## config.mk

```make
export PLATFORM = sky130hd
export DESIGN_NAME = circular_maze_dfs_carver
export DESIGN_NICKNAME = d
export VERILOG_FILES = /design/src/hdl/cmdc_pkg.sv /design/src/hdl/circular_maze_dfs_carver.sv
export VERILOG_INCLUDE_DIRS = /design/src /design/src/hdl
export SDC_FILE = /design/constraint.sdc
export NUM_CORES = 2
export LEC_CHECK = 0
export BUFFER_PORTS_ARGS = -buffer_cell sky130_fd_sc_hd__buf_2
export CELL_PAD_IN_SITES_DETAIL_PLACEMENT = 1
export CELL_PAD_IN_SITES_GLOBAL_PLACEMENT = 2
export CORE_MARGIN = 2
export CORE_UTILIZATION = 30
export CTS_CLUSTER_SIZE = 10
export DETAILED_ROUTE_END_ITERATION = 12
export HOLD_SLACK_MARGIN = 0.15
export PLACE_DENSITY_LB_ADDON = 0.1
export SETUP_SLACK_MARGIN = 0.15
export SKIP_LAST_GASP = 1
export SLEW_MARGIN = 20
export SYNTH_ARGS = -nofsm -noshare
export SYNTH_HDL_FRONTEND = slang
export SYNTH_SLANG_ARGS = --single-unit
```

## constraint.sdc

```tcl
create_clock -name clk -period 12.1 [get_ports clk]
set_input_delay 1.21 -clock clk [delete_from_list [all_inputs] [get_ports clk]]
set_output_delay 1.21 -clock clk [all_outputs]
set_load 0.02 [all_outputs]
```

## src/hdl/assert_macros.svh

```systemverilog
// ----------------------------------------------------------------------------
// Assertion macros
// Shared concurrent assertion wrappers; empty when SYNTHESIS is defined.
// ----------------------------------------------------------------------------
`ifndef ASSERT_MACROS_SVH
`define ASSERT_MACROS_SVH
`ifndef SYNTHESIS
`define ASSERT_IMP(label, clk, rst_n, ante, cons) \
	label: assert property (@(posedge clk) disable iff (!rst_n) (ante) |-> (cons)) \
		else $error("assertion failed");
`define ASSERT_NXT(label, clk, rst_n, ante, cons) \
	label: assert property (@(posedge clk) disable iff (!rst_n) (ante) |=> (cons)) \
		else $error("assertion failed");
`else
`define ASSERT_IMP(label, clk, rst_n, ante, cons)
`define ASSERT_NXT(label, clk, rst_n, ante, cons)
`endif
`endif

```

## src/hdl/cmdc_pkg.sv

```systemverilog
// ----------------------------------------------------------------------------
// Circular maze carver package
// Sequencer states, result kinds and register indexes.
// ----------------------------------------------------------------------------
package cmdc_pkg;

	typedef enum logic [3:0] {
		S_CLEAR,
		S_MARK,
		S_MARK0,
		S_IDLE,
		S_ENTR,
		S_CALC,
		S_SCAN,
		S_MOD,
		S_CARVE,
		S_POP,
		S_POPW,
		S_EXIT
	} state_t;

	localparam logic [1:0] KIND_CARVE    = 2'd0;
	localparam logic [1:0] KIND_ENTRANCE = 2'd1;
	localparam logic [1:0] KIND_EXIT     = 2'd2;

	localparam logic [2:0] CFG_RING_COUNT   = 3'd0;
	localparam logic [2:0] CFG_SUBDIVISION  = 3'd1;
	localparam logic [2:0] CFG_START_MODE   = 3'd2;
	localparam logic [2:0] CFG_START_SECTOR = 3'd3;
	localparam logic [2:0] CFG_EXIT_MODE    = 3'd4;

	localparam logic [1:0] EXIT_CENTER   = 2'd0;
	localparam logic [1:0] EXIT_FARTHEST = 2'd1;

	localparam logic [3:0] RST_RING_COUNT  = 4'd5;
	localparam logic [1:0] RST_SUBDIVISION = 2'd2;

endpackage

```

## src/hdl/circular_maze_dfs_carver.sv

```systemverilog
// ----------------------------------------------------------------------------
// Circular maze carver
// Randomized depth-first carving over a circular grid of rings and sectors.
// ----------------------------------------------------------------------------
// Usage: each input item carries one random value and advances the carve by
// one step. A step emits zero, one or two result items: an entrance opening
// (first step of a perimeter start), one carved wall, or the exit opening in
// the step that empties the path stack. last_of_run marks the final result of a step.
// Input and output use valid/stall; input is taken only when the sequencer
// is idle, results wait in an output register while the receiver stalls.
// Configuration writes to indexes 0 to 4 use cfg_valid/cfg_ready and restart the carve.
// A step that carves reads the visited memory once per neighbor, the neighbor
// count being up to 8 around the center, then takes a bit-serial remainder of
// the 16-bit random value for the random choice. Each backtrack adds a stack
// memory read and a rescan. Reset and every configuration write to a used
// index start a clearing pass over the visited memory, during which no item
// is accepted.
// ----------------------------------------------------------------------------
`include "assert_macros.svh"

module circular_maze_dfs_carver #(
	parameter int MAX_CELLS  = 256,
	parameter int RING_LIMIT = 8
) (
	input  logic        clk,
	input  logic        arst_n,
	input  logic        cfg_valid,
	output logic        cfg_ready,
	input  logic [2:0]  cfg_index,
	input  logic [6:0]  cfg_data,
	input  logic        in_valid,
	output logic        in_stall,
	input  logic [15:0] random_value,
	output logic        out_valid,
	input  logic        out_stall,
	output logic [1:0]  result_kind,
	output logic [7:0]  from_cell,
	output logic [7:0]  to_cell,
	output logic        finished,
	output logic        last_of_run
);

	localparam int CW = $clog2(MAX_CELLS);
	localparam int DW = CW + 1;
	localparam int RW = $clog2(RING_LIMIT + 1);
	localparam int BW = CW + 2 * RW + 4;

	function automatic logic [RW-1:0] lg_of(input logic [RW-1:0] r);
		logic [RW-1:0] l;
		l = '0;
		for (int j = 1; j < RW; j++) begin
			if ((r >> j) != '0) l = RW'(j);
		end
		return l;
	endfunction

	function automatic logic [BW-1:0] sectors_of(input logic [RW-1:0] r, input logic [1:0] f);
		if (r == '0) return BW'(1);
		return BW'(1) << (int'(lg_of(r)) + int'(f));
	endfunction

	// Ring r starts at 1 + 2^f * sum over k < r of 2^floor(log2 k); the sum is
	// taken per power-of-two block of k.
	function automatic logic [BW-1:0] ring_base(input logic [RW-1:0] r, input logic [1:0] f);
		logic [BW-1:0] n;
		logic [BW-1:0] lo;
		logic [BW-1:0] cnt;
		logic [BW-1:0] s;
		if (r == '0) return '0;
		n = BW'(r) - BW'(1);
		s = '0;
		for (int j = 0; j < RW; j++) begin
			lo = BW'(1) << j;
			cnt = '0;
			if (n >= lo) cnt = ((n - lo + BW'(1)) > lo) ? lo : (n - lo + BW'(1));
			s = s + (cnt << j);
		end
		return BW'(1) + (s << f);
	endfunction

	function automatic logic [RW-1:0] rings_eff(input logic [3:0] rc4, input logic [1:0] f);
		logic [RW-1:0] best;
		int rc;
		rc = int'(rc4);
		if (rc < 2) rc = 2;
		if (rc > RING_LIMIT) rc = RING_LIMIT;
		best = RW'(2);
		for (int k = 3; k <= RING_LIMIT; k++) begin
			if (k <= rc && ring_base(RW'(k), f) <= BW'(MAX_CELLS)) best = RW'(k);
		end
		return best;
	endfunction

	function automatic logic [RW-1:0] ring_of(input logic [CW-1:0] cell_idx,
			input logic [RW-1:0] rings, input logic [1:0] f);
		logic [RW-1:0] r;
		if (cell_idx == '0) return '0;
		r = RW'(1);
		for (int k = 2; k < RING_LIMIT; k++) begin
			if (k < int'(rings) && BW'(cell_idx) >= ring_base(RW'(k), f)) r = RW'(k);
		end
		return r;
	endfunction

	// Configuration registers
	logic [3:0] rcount_q;
	logic [1:0] sub_q;
	logic       smode_q;
	logic [6:0] ssector_q;
	logic [1:0] emode_q;

	cmdc_pkg::state_t state_q, state_d;

	logic [CW-1:0] clr_q;
	logic [CW-1:0] cur_q;
	logic [DW-1:0] depth_q;
	logic [DW-1:0] longest_q;
	logic [CW-1:0] lcell_q;
	logic          done_q;
	logic [1:0]    phase_q;
	logic [3:0]    k_q;
	logic [3:0]    cnt_q;
	logic [3:0]    n_q;
	logic          vld_s1;
	logic [3:0]    rem_q;
	logic [3:0]    bit_q;

	logic [15:0]   rv_q;
	logic [CW-1:0] fr_q [8];
	logic [CW-1:0] nb_s1;
	logic [RW-1:0] g_ring_q;
	logic [CW-1:0] g_base_q;
	logic [CW-1:0] g_s_q;
	logic [CW-1:0] g_mask_q;
	logic [CW-1:0] g_pbase_q;
	logic [CW-1:0] g_cbase_q;
	logic          g_half_q;
	logic          g_dbl_q;
	logic          g_center_q;

	logic          out_valid_q;
	logic [1:0]    kind_q;
	logic [7:0]    from_q;
	logic [7:0]    to_q;
	logic          fin_q;
	logic          last_q;

	// Memories
	logic          vis_mem [MAX_CELLS];
	logic [CW-1:0] stk_mem [MAX_CELLS];
	logic          vis_rd_s1;
	logic [CW-1:0] stk_rd_s1;

	logic          vis_we;
	logic [CW-1:0] vis_wa;
	logic          vis_wd;
	logic [CW-1:0] vis_ra;
	logic          stk_we;
	logic [CW-1:0] stk_ra;

	logic [BW-1:0] base_w [RING_LIMIT + 1];
	logic [RW-1:0] rings_w;
	logic [RW-1:0] outer_w;
	logic [CW-1:0] start_w;
	logic [CW-1:0] exit_w;
	logic [CW-1:0] nb_addr_w;
	logic [CW-1:0] nx_w;
	logic [RW-1:0] cur_ring_w;
	logic [RW-1:0] nx_ring_w;
	logic [RW-1:0] target_w;
	logic [BW-1:0] cur_ns_w;

	logic cfg_hit;
	logic in_acc;
	logic slot_free;
	logic emit;
	logic scan_end;
	logic can_carve;
	logic [3:0] rem_sh;

	logic [1:0] e_kind;
	logic [7:0] e_from;
	logic [7:0] e_to;
	logic       e_fin;
	logic       e_last;

	assign cfg_ready = 1'b1;
	assign cfg_hit   = cfg_valid && cfg_ready && (cfg_index <= cmdc_pkg::CFG_EXIT_MODE);
	assign in_acc    = in_valid && !in_stall;
	assign slot_free = !out_valid_q || !out_stall;
	assign scan_end  = (k_q == n_q) && !vld_s1;
	assign can_carve = (cnt_q != '0) && (depth_q < DW'(MAX_CELLS));

	// Geometry derived from the configuration registers
	always_comb begin
		for (int r = 0; r <= RING_LIMIT; r++) begin
			base_w[r] = ring_base(RW'(r), sub_q);
		end
	end

	assign rings_w = rings_eff(rcount_q, sub_q);
	assign outer_w = rings_w - RW'(1);
	assign start_w = smode_q ?
		CW'(base_w[outer_w] + (BW'(ssector_q) & (sectors_of(outer_w, sub_q) - BW'(1)))) : '0;
	assign exit_w = (emode_q[1]) ?
		CW'(base_w[outer_w] + (BW'(rv_q) & (sectors_of(outer_w, sub_q) - BW'(1)))) : lcell_q;

	assign cur_ring_w = ring_of(cur_q, rings_w, sub_q);
	assign cur_ns_w   = sectors_of(cur_ring_w, sub_q);
	assign nx_w       = fr_q[rem_q[2:0]];
	assign nx_ring_w  = ring_of(nx_w, rings_w, sub_q);
	assign target_w   = (emode_q == cmdc_pkg::EXIT_CENTER) ? RW'(1) :
		((emode_q == cmdc_pkg::EXIT_FARTHEST) ? outer_w : '0);

	// Neighbor k of the current cell: left, right, parent, then children; around the center, cell k + 1.
	always_comb begin
		if (g_center_q) begin
			nb_addr_w = CW'(k_q) + CW'(1);
		end else begin
			unique case (k_q)
				4'd0: nb_addr_w = g_base_q + ((g_s_q - CW'(1)) & g_mask_q);
				4'd1: nb_addr_w = g_base_q + ((g_s_q + CW'(1)) & g_mask_q);
				4'd2: begin
					if (g_ring_q == RW'(1)) nb_addr_w = '0;
					else if (g_half_q) nb_addr_w = g_pbase_q + (g_s_q >> 1);
					else nb_addr_w = g_pbase_q + g_s_q;
				end
				4'd3: nb_addr_w = g_dbl_q ? g_cbase_q + (g_s_q << 1) : g_cbase_q + g_s_q;
				default: nb_addr_w = g_cbase_q + (g_s_q << 1) + CW'(1);
			endcase
		end
	end

	assign rem_sh = {rem_q[2:0], rv_q[bit_q]};

	// Next state
	always_comb begin
		state_d = state_q;
		unique case (state_q)
			cmdc_pkg::S_CLEAR: begin
				if (clr_q == CW'(MAX_CELLS - 1)) state_d = cmdc_pkg::S_MARK;
			end
			cmdc_pkg::S_MARK: begin
				state_d = (emode_q == cmdc_pkg::EXIT_CENTER) ? cmdc_pkg::S_MARK0 :
					cmdc_pkg::S_IDLE;
			end
			cmdc_pkg::S_MARK0: state_d = cmdc_pkg::S_IDLE;
			cmdc_pkg::S_IDLE: begin
				if (in_acc) begin
					priority if (phase_q[0]) state_d = cmdc_pkg::S_ENTR;
					else if (!done_q) state_d = cmdc_pkg::S_CALC;
					else state_d = cmdc_pkg::S_IDLE;
				end
			end
			cmdc_pkg::S_ENTR: begin
				if (slot_free) state_d = cmdc_pkg::S_CALC;
			end
			cmdc_pkg::S_CALC: state_d = cmdc_pkg::S_SCAN;
			cmdc_pkg::S_SCAN: begin
				if (scan_end) begin
					priority if (can_carve) state_d = cmdc_pkg::S_MOD;
					else if (depth_q == '0) state_d = cmdc_pkg::S_EXIT;
					else state_d = cmdc_pkg::S_POP;
				end
			end
			cmdc_pkg::S_MOD: begin
				if (bit_q == '0) state_d = cmdc_pkg::S_CARVE;
			end
			cmdc_pkg::S_CARVE: begin
				if (slot_free) state_d = cmdc_pkg::S_IDLE;
			end
			cmdc_pkg::S_POP:  state_d = cmdc_pkg::S_POPW;
			cmdc_pkg::S_POPW: state_d = cmdc_pkg::S_CALC;
			cmdc_pkg::S_EXIT: begin
				if (slot_free) state_d = cmdc_pkg::S_IDLE;
			end
			default: state_d = cmdc_pkg::S_CLEAR;
		endcase
		if (cfg_hit) state_d = cmdc_pkg::S_CLEAR;
	end

	// Sequencer outputs
	always_comb begin
		in_stall = (state_q != cmdc_pkg::S_IDLE);
		vis_we   = 1'b0;
		vis_wa   = nx_w;
		vis_wd   = 1'b1;
		stk_we   = 1'b0;
		emit     = 1'b0;
		e_kind   = cmdc_pkg::KIND_CARVE;
		e_from   = 8'(cur_q);
		e_to     = 8'(nx_w);
		e_fin    = 1'b0;
		e_last   = 1'b1;
		unique case (state_q)
			cmdc_pkg::S_CLEAR: begin
				vis_we = 1'b1;
				vis_wa = clr_q;
				vis_wd = 1'b0;
			end
			cmdc_pkg::S_MARK: begin
				vis_we = 1'b1;
				vis_wa = start_w;
			end
			cmdc_pkg::S_MARK0: begin
				vis_we = 1'b1;
				vis_wa = '0;
			end
			cmdc_pkg::S_ENTR: begin
				emit   = slot_free;
				e_kind = cmdc_pkg::KIND_ENTRANCE;
				e_to   = '0;
				e_last = 1'b0;
			end
			cmdc_pkg::S_CARVE: begin
				emit   = slot_free;
				vis_we = slot_free;
				stk_we = slot_free;
			end
			cmdc_pkg::S_EXIT: begin
				emit   = slot_free;
				e_kind = cmdc_pkg::KIND_EXIT;
				e_from = 8'(exit_w);
				e_to   = '0;
				e_fin  = 1'b1;
			end
			default: begin
			end
		endcase
	end

	assign vis_ra = nb_addr_w;
	assign stk_ra = depth_q[CW-1:0] - CW'(1);

	always_ff @(posedge clk) begin
		if (vis_we) vis_mem[vis_wa] <= vis_wd;
		vis_rd_s1 <= vis_mem[vis_ra];
	end

	always_ff @(posedge clk) begin
		if (stk_we) stk_mem[depth_q[CW-1:0]] <= cur_q;
		stk_rd_s1 <= stk_mem[stk_ra];
	end

	always_ff @(posedge clk or negedge arst_n) begin
		if (!arst_n) begin
			rcount_q  <= cmdc_pkg::RST_RING_COUNT;
			sub_q     <= cmdc_pkg::RST_SUBDIVISION;
			smode_q   <= 1'b0;
			ssector_q <= '0;
			emode_q   <= cmdc_pkg::EXIT_CENTER;
		end else if (cfg_hit) begin
			unique case (cfg_index)
				cmdc_pkg::CFG_RING_COUNT:   rcount_q  <= cfg_data[3:0];
				cmdc_pkg::CFG_SUBDIVISION:  sub_q     <= cfg_data[1:0];
				cmdc_pkg::CFG_START_MODE:   smode_q   <= cfg_data[0];
				cmdc_pkg::CFG_START_SECTOR: ssector_q <= cfg_data;
				cmdc_pkg::CFG_EXIT_MODE:    emode_q   <= cfg_data[1:0];
				default: begin
				end
			endcase
		end
	end

	always_ff @(posedge clk or negedge arst_n) begin
		if (!arst_n) begin
			state_q   <= cmdc_pkg::S_CLEAR;
			clr_q     <= '0;
			cur_q     <= '0;
			depth_q   <= '0;
			longest_q <= '0;
			lcell_q   <= '0;
			done_q    <= 1'b0;
			phase_q   <= 2'b10;
			k_q       <= '0;
			cnt_q     <= '0;
			vld_s1    <= 1'b0;
			rem_q     <= '0;
			bit_q     <= '0;
		end else begin
			state_q <= state_d;
			unique case (state_q)
				cmdc_pkg::S_CLEAR: clr_q <= clr_q + CW'(1);
				cmdc_pkg::S_MARK: begin
					cur_q     <= start_w;
					depth_q   <= '0;
					longest_q <= '0;
					lcell_q   <= '0;
					done_q    <= 1'b0;
					phase_q   <= {1'b1, smode_q};
				end
				cmdc_pkg::S_ENTR: begin
					if (slot_free) phase_q[0] <= 1'b0;
				end
				cmdc_pkg::S_CALC: begin
					k_q    <= '0;
					cnt_q  <= '0;
					vld_s1 <= 1'b0;
				end
				cmdc_pkg::S_SCAN: begin
					if (k_q != n_q) begin
						k_q    <= k_q + 4'd1;
						vld_s1 <= 1'b1;
					end else begin
						vld_s1 <= 1'b0;
					end
					if (vld_s1 && !vis_rd_s1) cnt_q <= cnt_q + 4'd1;
					if (scan_end) begin
						rem_q <= '0;
						bit_q <= 4'd15;
						if (!can_carve && depth_q == '0) done_q <= 1'b1;
					end
				end
				cmdc_pkg::S_MOD: begin
					rem_q <= (rem_sh >= cnt_q) ? rem_sh - cnt_q : rem_sh;
					bit_q <= bit_q - 4'd1;
				end
				cmdc_pkg::S_CARVE: begin
					if (slot_free) begin
						cur_q   <= nx_w;
						depth_q <= depth_q + DW'(1);
						if (target_w != '0 && nx_ring_w == target_w && depth_q > longest_q) begin
							longest_q <= depth_q;
							lcell_q   <= nx_w;
						end
					end
				end
				cmdc_pkg::S_POP:  depth_q <= depth_q - DW'(1);
				cmdc_pkg::S_POPW: cur_q <= stk_rd_s1;
				cmdc_pkg::S_EXIT: begin
					if (slot_free) phase_q[1] <= 1'b0;
				end
				default: begin
				end
			endcase
			if (cfg_hit) clr_q <= '0;
		end
	end

	// Payload registers: step value, free-neighbor list and cell geometry.
	always_ff @(posedge clk) begin
		if (in_acc) rv_q <= random_value;
		if (state_q == cmdc_pkg::S_SCAN) begin
			nb_s1 <= nb_addr_w;
			if (vld_s1 && !vis_rd_s1) fr_q[cnt_q[2:0]] <= nb_s1;
		end
		if (state_q == cmdc_pkg::S_CALC) begin
			g_ring_q   <= cur_ring_w;
			g_center_q <= (cur_q == '0);
			g_base_q   <= CW'(base_w[cur_ring_w]);
			g_s_q      <= cur_q - CW'(base_w[cur_ring_w]);
			g_mask_q   <= CW'(cur_ns_w - BW'(1));
			g_pbase_q  <= (cur_ring_w == '0) ? '0 : CW'(base_w[cur_ring_w - RW'(1)]);
			g_cbase_q  <= CW'(base_w[cur_ring_w + RW'(1)]);
			g_half_q   <= (cur_ring_w >= RW'(2)) &&
				((cur_ring_w & (cur_ring_w - RW'(1))) == '0);
			g_dbl_q    <= (((cur_ring_w + RW'(1)) & cur_ring_w) == '0);
			if (cur_q == '0) begin
				n_q <= 4'(sectors_of(RW'(1), sub_q));
			end else if ((cur_ring_w + RW'(1)) < rings_w) begin
				n_q <= ((((cur_ring_w + RW'(1)) & cur_ring_w) == '0)) ? 4'd5 : 4'd4;
			end else begin
				n_q <= 4'd3;
			end
		end
	end

	// Output register
	always_ff @(posedge clk or negedge arst_n) begin
		if (!arst_n) begin
			out_valid_q <= 1'b0;
		end else if (emit) begin
			out_valid_q <= 1'b1;
		end else if (!out_stall) begin
			out_valid_q <= 1'b0;
		end
	end

	always_ff @(posedge clk) begin
		if (emit) begin
			kind_q <= e_kind;
			from_q <= e_from;
			to_q   <= e_to;
			fin_q  <= e_fin;
			last_q <= e_last;
		end
	end

	assign out_valid   = out_valid_q;
	assign result_kind = kind_q;
	assign from_cell   = from_q;
	assign to_cell     = to_q;
	assign finished    = fin_q;
	assign last_of_run = last_q;

	`ASSERT_NXT(a_cfg_restart, clk, arst_n, cfg_hit, state_q == cmdc_pkg::S_CLEAR)
	`ASSERT_NXT(a_carve_push, clk, arst_n, state_q == cmdc_pkg::S_CARVE && emit, depth_q == $past(depth_q) + DW'(1))
	`ASSERT_IMP(a_cnt_bound, clk, arst_n, state_q == cmdc_pkg::S_SCAN, cnt_q <= n_q)
	`ASSERT_NXT(a_exit_final, clk, arst_n, state_q == cmdc_pkg::S_EXIT && emit, done_q && !phase_q[1])

endmodule

```

Yosys cells after proc, flatten, opt, wreduce, memory -nomap -nowiden

Memories as Yosys holds them, arrays and structs flattened. A register that Yosys moved wholly into a read port is not among the register bits.
Index checks and enable logic that the tools add are counted.

Register bits: 176
RAM bits: 2,368
Bits of input ports: 31
Output and inout bits: 23
Word-level logic and storage cells: 421
Memories: 3

Memory list:

| memory  | depth | width | read ports | clocked after Yosys merged registers in | write ports | RTL line                        | RTL |
|---|---|---|---|---|---|---|---|
| stk_mem | 256   | 8     | 1          | 1                                       | 1           | circular_maze_dfs_carver.sv:150 | `logic [CW-1:0] stk_mem [MAX_CELLS];` |
| vis_mem | 256   | 1     | 1          | 1                                       | 1           | circular_maze_dfs_carver.sv:149 | `logic vis_mem [MAX_CELLS];` |
| fr_q    | 8     | 8     | 1          | 0                                       | 1           | circular_maze_dfs_carver.sv:129 | `logic [CW-1:0] fr_q [8];` |

Add/sub/neg operators: 58
Order comparisons: 43
Equal/unequal tests: 39
Shift-type cells: 23
Multiplexer cells: 131
Bitwise operators: 10
Reductions and logical operators: 78

Operators by type and width:

| cell                                                  | number |
|---|---|
| adder 1 x 20 -> 20 bit (first input constant)         | 20 |
| binary-select mux 20 bit (select 4 bit)               | 4 |
| >= comparator 8 x 20 -> 1 bit                         | 12 |
| << shifter 20 x 2 -> 20 bit                           | 12 |
| adder 20 bit                                          | 10 |
| 2-to-1 mux 8 bit                                      | 24 |
| 2-to-1 mux 4 bit                                      | 32 |
| <= comparator 20 x 9 -> 1 bit (second input constant) | 6 |
| adder 8 bit                                           | 7 |
| case mux 8 bit (3 select lines)                       | 2 |
| case mux 4 bit (11 select lines)                      | 1 |
| 2-to-1 mux 20 bit                                     | 2 |
| << shifter 1 x 2 -> 20 bit (first input constant)     | 2 |
| << shifter 4 x 2 -> 20 bit (first input constant)     | 2 |
| << shifter 5 x 2 -> 20 bit (first input constant)     | 2 |
| 2-to-1 mux 19 bit                                     | 2 |
| 2-to-1 mux 18 bit                                     | 2 |
| case mux 8 bit (4 select lines)                       | 1 |
| subtractor 8 x 1 -> 8 bit (second input constant)     | 4 |
| logical NOT 4 bit                                     | 7 |
| 2-to-1 mux 1 bit                                      | 28 |
| logical AND 1 bit                                     | 27 |
| 2-to-1 mux 3 bit                                      | 9 |
| 2-to-1 mux 9 bit                                      | 3 |
| other kinds (72)                                      | 161 |

Longest topological paths before layout

Depth in word-level cells: 30
Gate-level depth with buffers: 37
Depth with buffers taken out: 31

Worst setup path before layout

Ideal clock, no wire load.

Path type: reg2reg
Start: register cur_q[0]
End: register g_s_q[7], data pin
Library setup time: 261 ps
Data arrival time: 7,939 ps
Data required time: 11,839 ps
Slack: 3,900 ps
Stages on the path, launching flop included: 27
Path buffers: 2
Clock period less this slack: 8,200 ps
Path through: dfrtp_1 > inv_1 > ha_1 > nand2b_1 > a21o_1 > a21o_1 > a21oi_1 > nor2_1 > o221ai_1 > o21ai_0 > nand2_1 > nand2_1 > inv_1 > clkbuf_1 > clkbuf_1 > o21ai_0 > nand2_1 > o21a_1 > ha_1 > a21o_1 > a21o_1 > a21oi_1 > o21bai_1 > a21o_1 > a21oi_1 > xnor2_1 > xnor2_1

Word-level cells in the longest chain between the ends: 14
Elaborated cells on any way between the ends: 26
Classes of those cells: add/sub: 1; order compare: 6; mux: 11; bitwise: 1; reduce/logical: 7

Ends and longest elaborated chain:

| item                                                 | RTL line                        | RTL |
|---|---|---|
| start: declaration                                   | circular_maze_dfs_carver.sv:115 | `logic [CW-1:0] cur_q;` |
| start signal: assignment                             | circular_maze_dfs_carver.sv:385 | `cur_q <= start_w;` |
| start signal: assignment                             | circular_maze_dfs_carver.sv:420 | `cur_q <= nx_w;` |
| start signal: assignment                             | circular_maze_dfs_carver.sv:429 | `cmdc_pkg::S_POPW: cur_q <= stk_rd_s1;` |
| >= comparator 8 x 20 -> 1 bit                        | circular_maze_dfs_carver.sv:100 | `if (k < int'(rings) && BW'(cell_idx) >= ring_base(RW'(k), f)) r = RW'(k);` |
| logical AND 1 bit                                    | circular_maze_dfs_carver.sv:100 |  |
| 2-to-1 mux 2 bit (2 in series)                       | circular_maze_dfs_carver.sv:100 |  |
| 2-to-1 mux 4 bit (4 in series)                       | circular_maze_dfs_carver.sv:100 |  |
| 2-to-1 mux 4 bit                                     | circular_maze_dfs_carver.sv:98  | `r = RW'(1);` |
| inverter 4 -> 5 bit (not written as such)            | circular_maze_dfs_carver.sv:451 | `g_s_q <= cur_q - CW'(base_w[cur_ring_w]);` |
| binary-select mux 20 bit (select 4 bit)              | circular_maze_dfs_carver.sv:451 |  |
| 2-to-1 mux 8 bit (not written as such) (2 in series) | circular_maze_dfs_carver.sv:451 |  |
| subtractor 8 bit *                                   | circular_maze_dfs_carver.sv:451 |  |
| end signal: assignment                               | circular_maze_dfs_carver.sv:451 |  |
| end: declaration                                     | circular_maze_dfs_carver.sv:133 | `logic [CW-1:0] g_s_q;` |

Every way passes the cells marked *; elsewhere a longest branch is shown, timed or not. The select of a mux whose other input is x is not followed.
A chain may end at the register's enable or synchronous reset.

Worst setup path after layout

Start: register sub_q[1]
End: memory vis_mem[111] (enable)

Word-level cells in the longest chain between the ends: 24
Elaborated cells on any way between the ends: 55
Classes of those cells: add/sub: 12; order compare: 6; shift: 9; mux: 17; bitwise: 2; reduce/logical: 9

Ends and longest elaborated chain:

| item                              | RTL line                        | RTL |
|---|---|---|
| start: declaration                | circular_maze_dfs_carver.sv:107 | `logic [1:0] sub_q;` |
| start signal: assignment          | circular_maze_dfs_carver.sv:348 | `sub_q <= cmdc_pkg::RST_SUBDIVISION;` |
| start signal: assignment          | circular_maze_dfs_carver.sv:355 | `cmdc_pkg::CFG_SUBDIVISION: sub_q <= cfg_data[1:0];` |
| << shifter 2 x 2 -> 20 bit        | circular_maze_dfs_carver.sv:78  | `return BW'(1) + (s << f);` |
| adder 1 x 20 -> 20 bit            | circular_maze_dfs_carver.sv:78  |  |
| <= comparator 20 x 9 -> 1 bit     | circular_maze_dfs_carver.sv:89  | `if (k <= rc && ring_base(RW'(k), f) <= BW'(MAX_CELLS)) best = RW'(k);` |
| logical AND 1 bit                 | circular_maze_dfs_carver.sv:89  |  |
| 2-to-1 mux 1 bit                  | circular_maze_dfs_carver.sv:89  |  |
| 2-to-1 mux 3 bit (4 in series)    | circular_maze_dfs_carver.sv:89  |  |
| 2-to-1 mux 4 bit                  | circular_maze_dfs_carver.sv:89  |  |
| subtractor 4 x 1 -> 4 bit         | circular_maze_dfs_carver.sv:202 | `assign outer_w = rings_w - RW'(1);` |
| [... 5 more ...]                  | n/a                             |  |
| adder 4 x 2 -> 5 bit              | circular_maze_dfs_carver.sv:59  | `return BW'(1) << (int'(lg_of(r)) + int'(f));` |
| << shifter 1 x 5 -> 8 bit         | circular_maze_dfs_carver.sv:59  |  |
| 2-to-1 mux 8 bit                  | circular_maze_dfs_carver.sv:59  |  |
| subtractor 8 x 1 -> 8 bit         | circular_maze_dfs_carver.sv:204 | `CW'(base_w[outer_w] + (BW'(ssector_q) & (sectors_of(outer_w, sub_q) - BW'(1)))) : '0;` |
| AND 7 x 8 -> 8 bit                | circular_maze_dfs_carver.sv:204 |  |
| adder 8 bit *                     | circular_maze_dfs_carver.sv:204 |  |
| 2-to-1 mux 8 bit *                | circular_maze_dfs_carver.sv:203 | `assign start_w = smode_q ?` |
| case mux 8 bit (3 select lines) * | circular_maze_dfs_carver.sv:295 | `unique case (state_q)` |
| end: declaration                  | circular_maze_dfs_carver.sv:149 |  |

Marked as above.

==> summary.log <==
qor: cells_and_area.num-fill-cells 35256
qor: synthesis.synth_xor_xnor_area_share 0.766%
qor: cts.post-cts-setup-buffers 0
qor: synthesis.main_combinational_cell_family_by_area_after_synthesis multiplexers
qor: floorplanning.top_level_ports 54
qor: synthesis.synth_sequential_area_ratio 70.8%
qor: placed_design.io_buffer_count 52
qor: floorplanning.coreArea 356000 um2
qor: synthesis.postSynthNetCount 6096
qor: cells_and_area.design.final.nets 6233
qor: worst_setup_path.crit_path_top_delay_cell sky130_fd_sc_hd__dfstp_2
qor: timing.period_utilisation_layout 79.8%
qor: placed_design.gp_routability_congestion 0.757
qor: power.power_leakage 37.5 nW
qor: worst_setup_path.worst-endpoint-arrival 10.25 ns
qor: timing.holdWs 0.324 ns
qor: global_route.antenna_found_initial 44
qor: cells_and_area.synthToLayoutAreaGrowth 13.8%
qor: worst_setup_path.regToRegStartpoint sub_q[1]
qor: synthesis.post_synthesis_cells 5884
qor: global_route.grt_first_pass_wirelength 474 mm
qor: worst_setup_path.timing.critical_path.from_type flip-flop
qor: global_route.gr-total-overflow 0
qor: synthesis.netlist.top_cell.by_area sky130_fd_sc_hd__edfxtp_1
qor: worst_setup_path.reg2reg_depth 29
qor: timing.finalClockSkew 0.0378 ns
qor: synthesis.ys.flop_type sky130_fd_sc_hd__edfxtp_1
qor: timing.layout_min_cycle_time 9.66 ns
qor: synthesis.netlist_top_cells_count sky130_fd_sc_hd__edfxtp_1, sky130_fd_sc_hd__mux4_2, sky130_fd_sc_hd__nor2_1
qor: placed_design.dpl.hpwl 206 mm
qor: worst_setup_path.path_max_fanout 16
qor: cts.clock_insertion_delay_worst_skew 0.89 ns
qor: synthesis.synth_area_leaders sky130_fd_sc_hd__edfxtp_1, sky130_fd_sc_hd__mux4_2, sky130_fd_sc_hd__ha_1
qor: cells_and_area.multi_input_comb_area 29800 um2
qor: power.totalPowerFinal 28.9 mW
qor: cts.clk_path_buf_depth 4
qor: worst_setup_path.worst_r2r_endpoint vis_mem[111]
qor: hold_path.hp-class in -> async
qor: drt.drt-vias-per-instance 5.13
qor: floorplanning.floorplan.initialDensity 30.2%
qor: worst_setup_path.cp.required 12.70 ns
qor: floorplanning.chipWidth 603 um
qor: placed_design.detailedPlace.worstSlack 2.50 ns
qor: timing.tightestPinTransition 1.12 ns
qor: drt.remaining_drc_errors 0
qor: synthesis.multiplexer_share_of_the_synthesized_area 16.1%
qor: worst_setup_path.critPathLaunch sub_q[1]
qor: timing.fmax 0.104 GHz
qor: timing.timing.setup.tns 0 ns
qor: cts.cts.root.buffer_cell sky130_fd_sc_hd__clkbuf_16
qor: cts.cts_resized 0
qor: drt.detail_route.wl_per_cell 30.5 um
qor: synthesis.synth_compound_gate_area_share 3.51%
qor: timing.layout_setup_ws 2.44 ns
qor: synthesis.synth.most_common_cell sky130_fd_sc_hd__edfxtp_1
qor: cts.htree_levels 5
qor: cts.cts_hold_repair.buffers 0
qor: drt.first_iter_violations 4735
qor: worst_setup_path.worstSetupEndpointType flip-flop
qor: synthesis.per_instance_average_area_after_synthesis 18.3 um2
qor: synthesis.synthArstFlopShare 3.17%
qor: synthesis.synth-simple-area-share 4.92%
qor: flow_run.max-cap-violations 0
qor: worst_setup_path.regToRegSetupSlack 2.44 ns
qor: cts.cts_tree yes
qor: global_route.track_usage 18.2%
qor: worst_setup_path.critical_path.most_common_cell sky130_fd_sc_hd__ha_1
qor: synthesis.yosys.area.top_type_share 68.8%
qor: timing.finalHoldViolCount 0
qor: drt.detail_route.wirelength 333 mm
qor: synthesis.yosys.cell_types.count 91
qor: global_route.grt_start_max_net_pins 189
qor: cts.path_clk_slew 0.06 ns
qor: synthesis.ys_ff_latch 2552
qor: synthesis.post_synthesis_cell_area 108000 um2
qor: power.power_density 236 nW/um2
qor: floorplanning.num_rows 219
qor: timing.max_slew_margin 25.1%
qor: cells_and_area.area.sequential 76200 um2
qor: cts.tritoncts_num_sinks 2552
qor: power.vdd_ir_drop_max 0.185 mV
qor: timing.unrepaired_setup_endpoints_after_global_routing false
qor: cells_and_area.post_route_cells_drive_above_1_share 22.0%
qor: drt.detail-route-antenna-nets 0
qor: worst_setup_path.timing.critical_path.slowest_cell_delay 0.75 ns
qor: timing.final-setup-viol-count 0
qor: floorplanning.dieArea 363000 um2
qor: cts.number_of_buffers_added_by_the_clock_tree_synthesis_step 313
qor: synthesis.synth-edff-count 2462
qor: synthesis.yosysWarnings 0
qor: worst_setup_path.path_class reg -> reg
qor: synthesis.synth-adder-area-share 2.19%
qor: drt.vias 56066
qor: status.run_status finished, final reports clean
qor: timing.final-max-slew-violation-count 0
qor: drt.detail_route.first_pass.iterations 5
qor: floorplanning.die_y 603 um
qor: global_route.first_global_vias 59867
[final cells by class]
type | count | area share (%)
inverter | 103 | 0.322
multi-input combinational | 2883 | 24.3
clock inverter | 64 | 0.398
clock buffer | 400 | 6.80
timing repair buffer | 168 | 1.05
sequential | 2552 | 62.2
antenna | 3 | 0.00613
tap | 4751 | 4.86
[per-layer routing]
layer	global-route usage (%)	routed length, um	up-vias
li1	-	-	23953
met1	25.9	153000	30533
met2	29.7	159000	1181
met3	2.65	14500	399
met4	3.38	6100	0
met5	0	0	-
[metrics by stage]
stage | util (%) | instances | area [um2]
2_1_floorplan | - | 5884 | 108000
3_3_place_gp | 31.9 | 10455 | 113000
3_5_place_dp | 31.9 | 10456 | 114000
4_1_cts | 34.3 | 10920 | 122000
5_1_grt | 34.4 | 10923 | 122000
6_report | 34.4 | 10924 | 122000
[sequential cells by signal, summed over array words and instances (netlist names), 7 cells and up]
| signal | count |
|---|---|
| ssector_q | 7 |
| cur_q | 8 |
| clr_q | 8 |
| stk_rd_s1 | 8 |
| g_cbase_q | 8 |
| g_mask_q | 8 |
| nb_s1 | 8 |
| g_s_q | 8 |
| lcell_q | 8 |
| fr_q | 64 |
| stk_mem | 2048 |
| g_base_q | 8 |
| to_cell | 8 |
| depth_q | 9 |
| from_cell | 8 |
| rv_q | 16 |
| vis_mem | 256 |
| longest_q | 9 |
| g_pbase_q | 8 |
[kinds of logic (layout without fill, tap and decap cells)]
logic type / Yosys count / in the layout
xor gates and xnor gates: 94 / 94
muxes: 842 / 842
buffers and inverters: 449 / 735
other: 2 / 5
AOI/OAI and AO/OA: 566 / 566
adders and majority gates: 181 / 181
DFF: 2552 / 2552
and+or+nand+nor: 1198 / 1198
[report_power, final]
group	total [mW]	switching [mW]	internal (mW)	leakage (nW)
Clock	8.44	3.61	4.84	4.28
Sequential	11.7	0.415	11.3	23.3
Combinational	8.80	6.09	2.71	9.96
[worst max path at each step]
stage / to / slack [ns] / cells after the start
after floorplan: g_s_q[7] / 3.90 / 26
after global placement: vis_mem[109] / 2.65 / 29
after detailed placement: vis_mem[102] / 2.50 / 29
after CTS: vis_mem[102] / 2.45 / 29
after global routing: vis_mem[107] / 1.64 / 29
final: vis_mem[111] / 2.44 / 29
[worst max-delay path, delay by kind of cell, from the launching register on]
kind | cells | cell delay [ns]
flops | 1 | 0.75
fa+ha+maj | 7 | 2.70
compound gates | 8 | 2.37
simple gates | 9 | 1.86
xor+xnor | 3 | 1.02
buf+inv | 2 | 0.65
[layout by cell type, fill, tap and decap left out, types with 12 or more instances in the layout]
cell                        instances
sky130_fd_sc_hd__mux2i_1           98
sky130_fd_sc_hd__o21bai_1          14
sky130_fd_sc_hd__dfrtp_1           69
sky130_fd_sc_hd__clkbuf_1          78
sky130_fd_sc_hd__nor4_1            20
sky130_fd_sc_hd__a211oi_1          22
sky130_fd_sc_hd__nand2b_1          24
sky130_fd_sc_hd__clkinv_1          38
sky130_fd_sc_hd__o22ai_1           17
sky130_fd_sc_hd__nand2_1          251
sky130_fd_sc_hd__mux2_2            30
sky130_fd_sc_hd__edfxtp_1        2462
sky130_fd_sc_hd__nand2_2           15
sky130_fd_sc_hd__o21a_1            12
sky130_fd_sc_hd__and3_1            21
sky130_fd_sc_hd__ha_1             168
sky130_fd_sc_hd__nor3_1           130
sky130_fd_sc_hd__a21o_1            36
sky130_fd_sc_hd__clkbuf_16        320
sky130_fd_sc_hd__nor2_1           543
sky130_fd_sc_hd__a221oi_1          51
sky130_fd_sc_hd__buf_4            104
sky130_fd_sc_hd__xor2_1            31
sky130_fd_sc_hd__nor2b_1           34
sky130_fd_sc_hd__buf_2             51
sky130_fd_sc_hd__o221ai_1          12
sky130_fd_sc_hd__nand4_1           14
sky130_fd_sc_hd__mux4_2           707
sky130_fd_sc_hd__or2_2             19
sky130_fd_sc_hd__inv_1             91
sky130_fd_sc_hd__nand3_1           51
sky130_fd_sc_hd__xnor2_1           57
sky130_fd_sc_hd__fa_1              12
sky130_fd_sc_hd__o21ai_0           97
sky130_fd_sc_hd__or3_1             17
sky130_fd_sc_hd__and2_1            21
sky130_fd_sc_hd__a21oi_1          164
sky130_fd_sc_hd__a31oi_1           22
(Power assumes the default switching activity.)
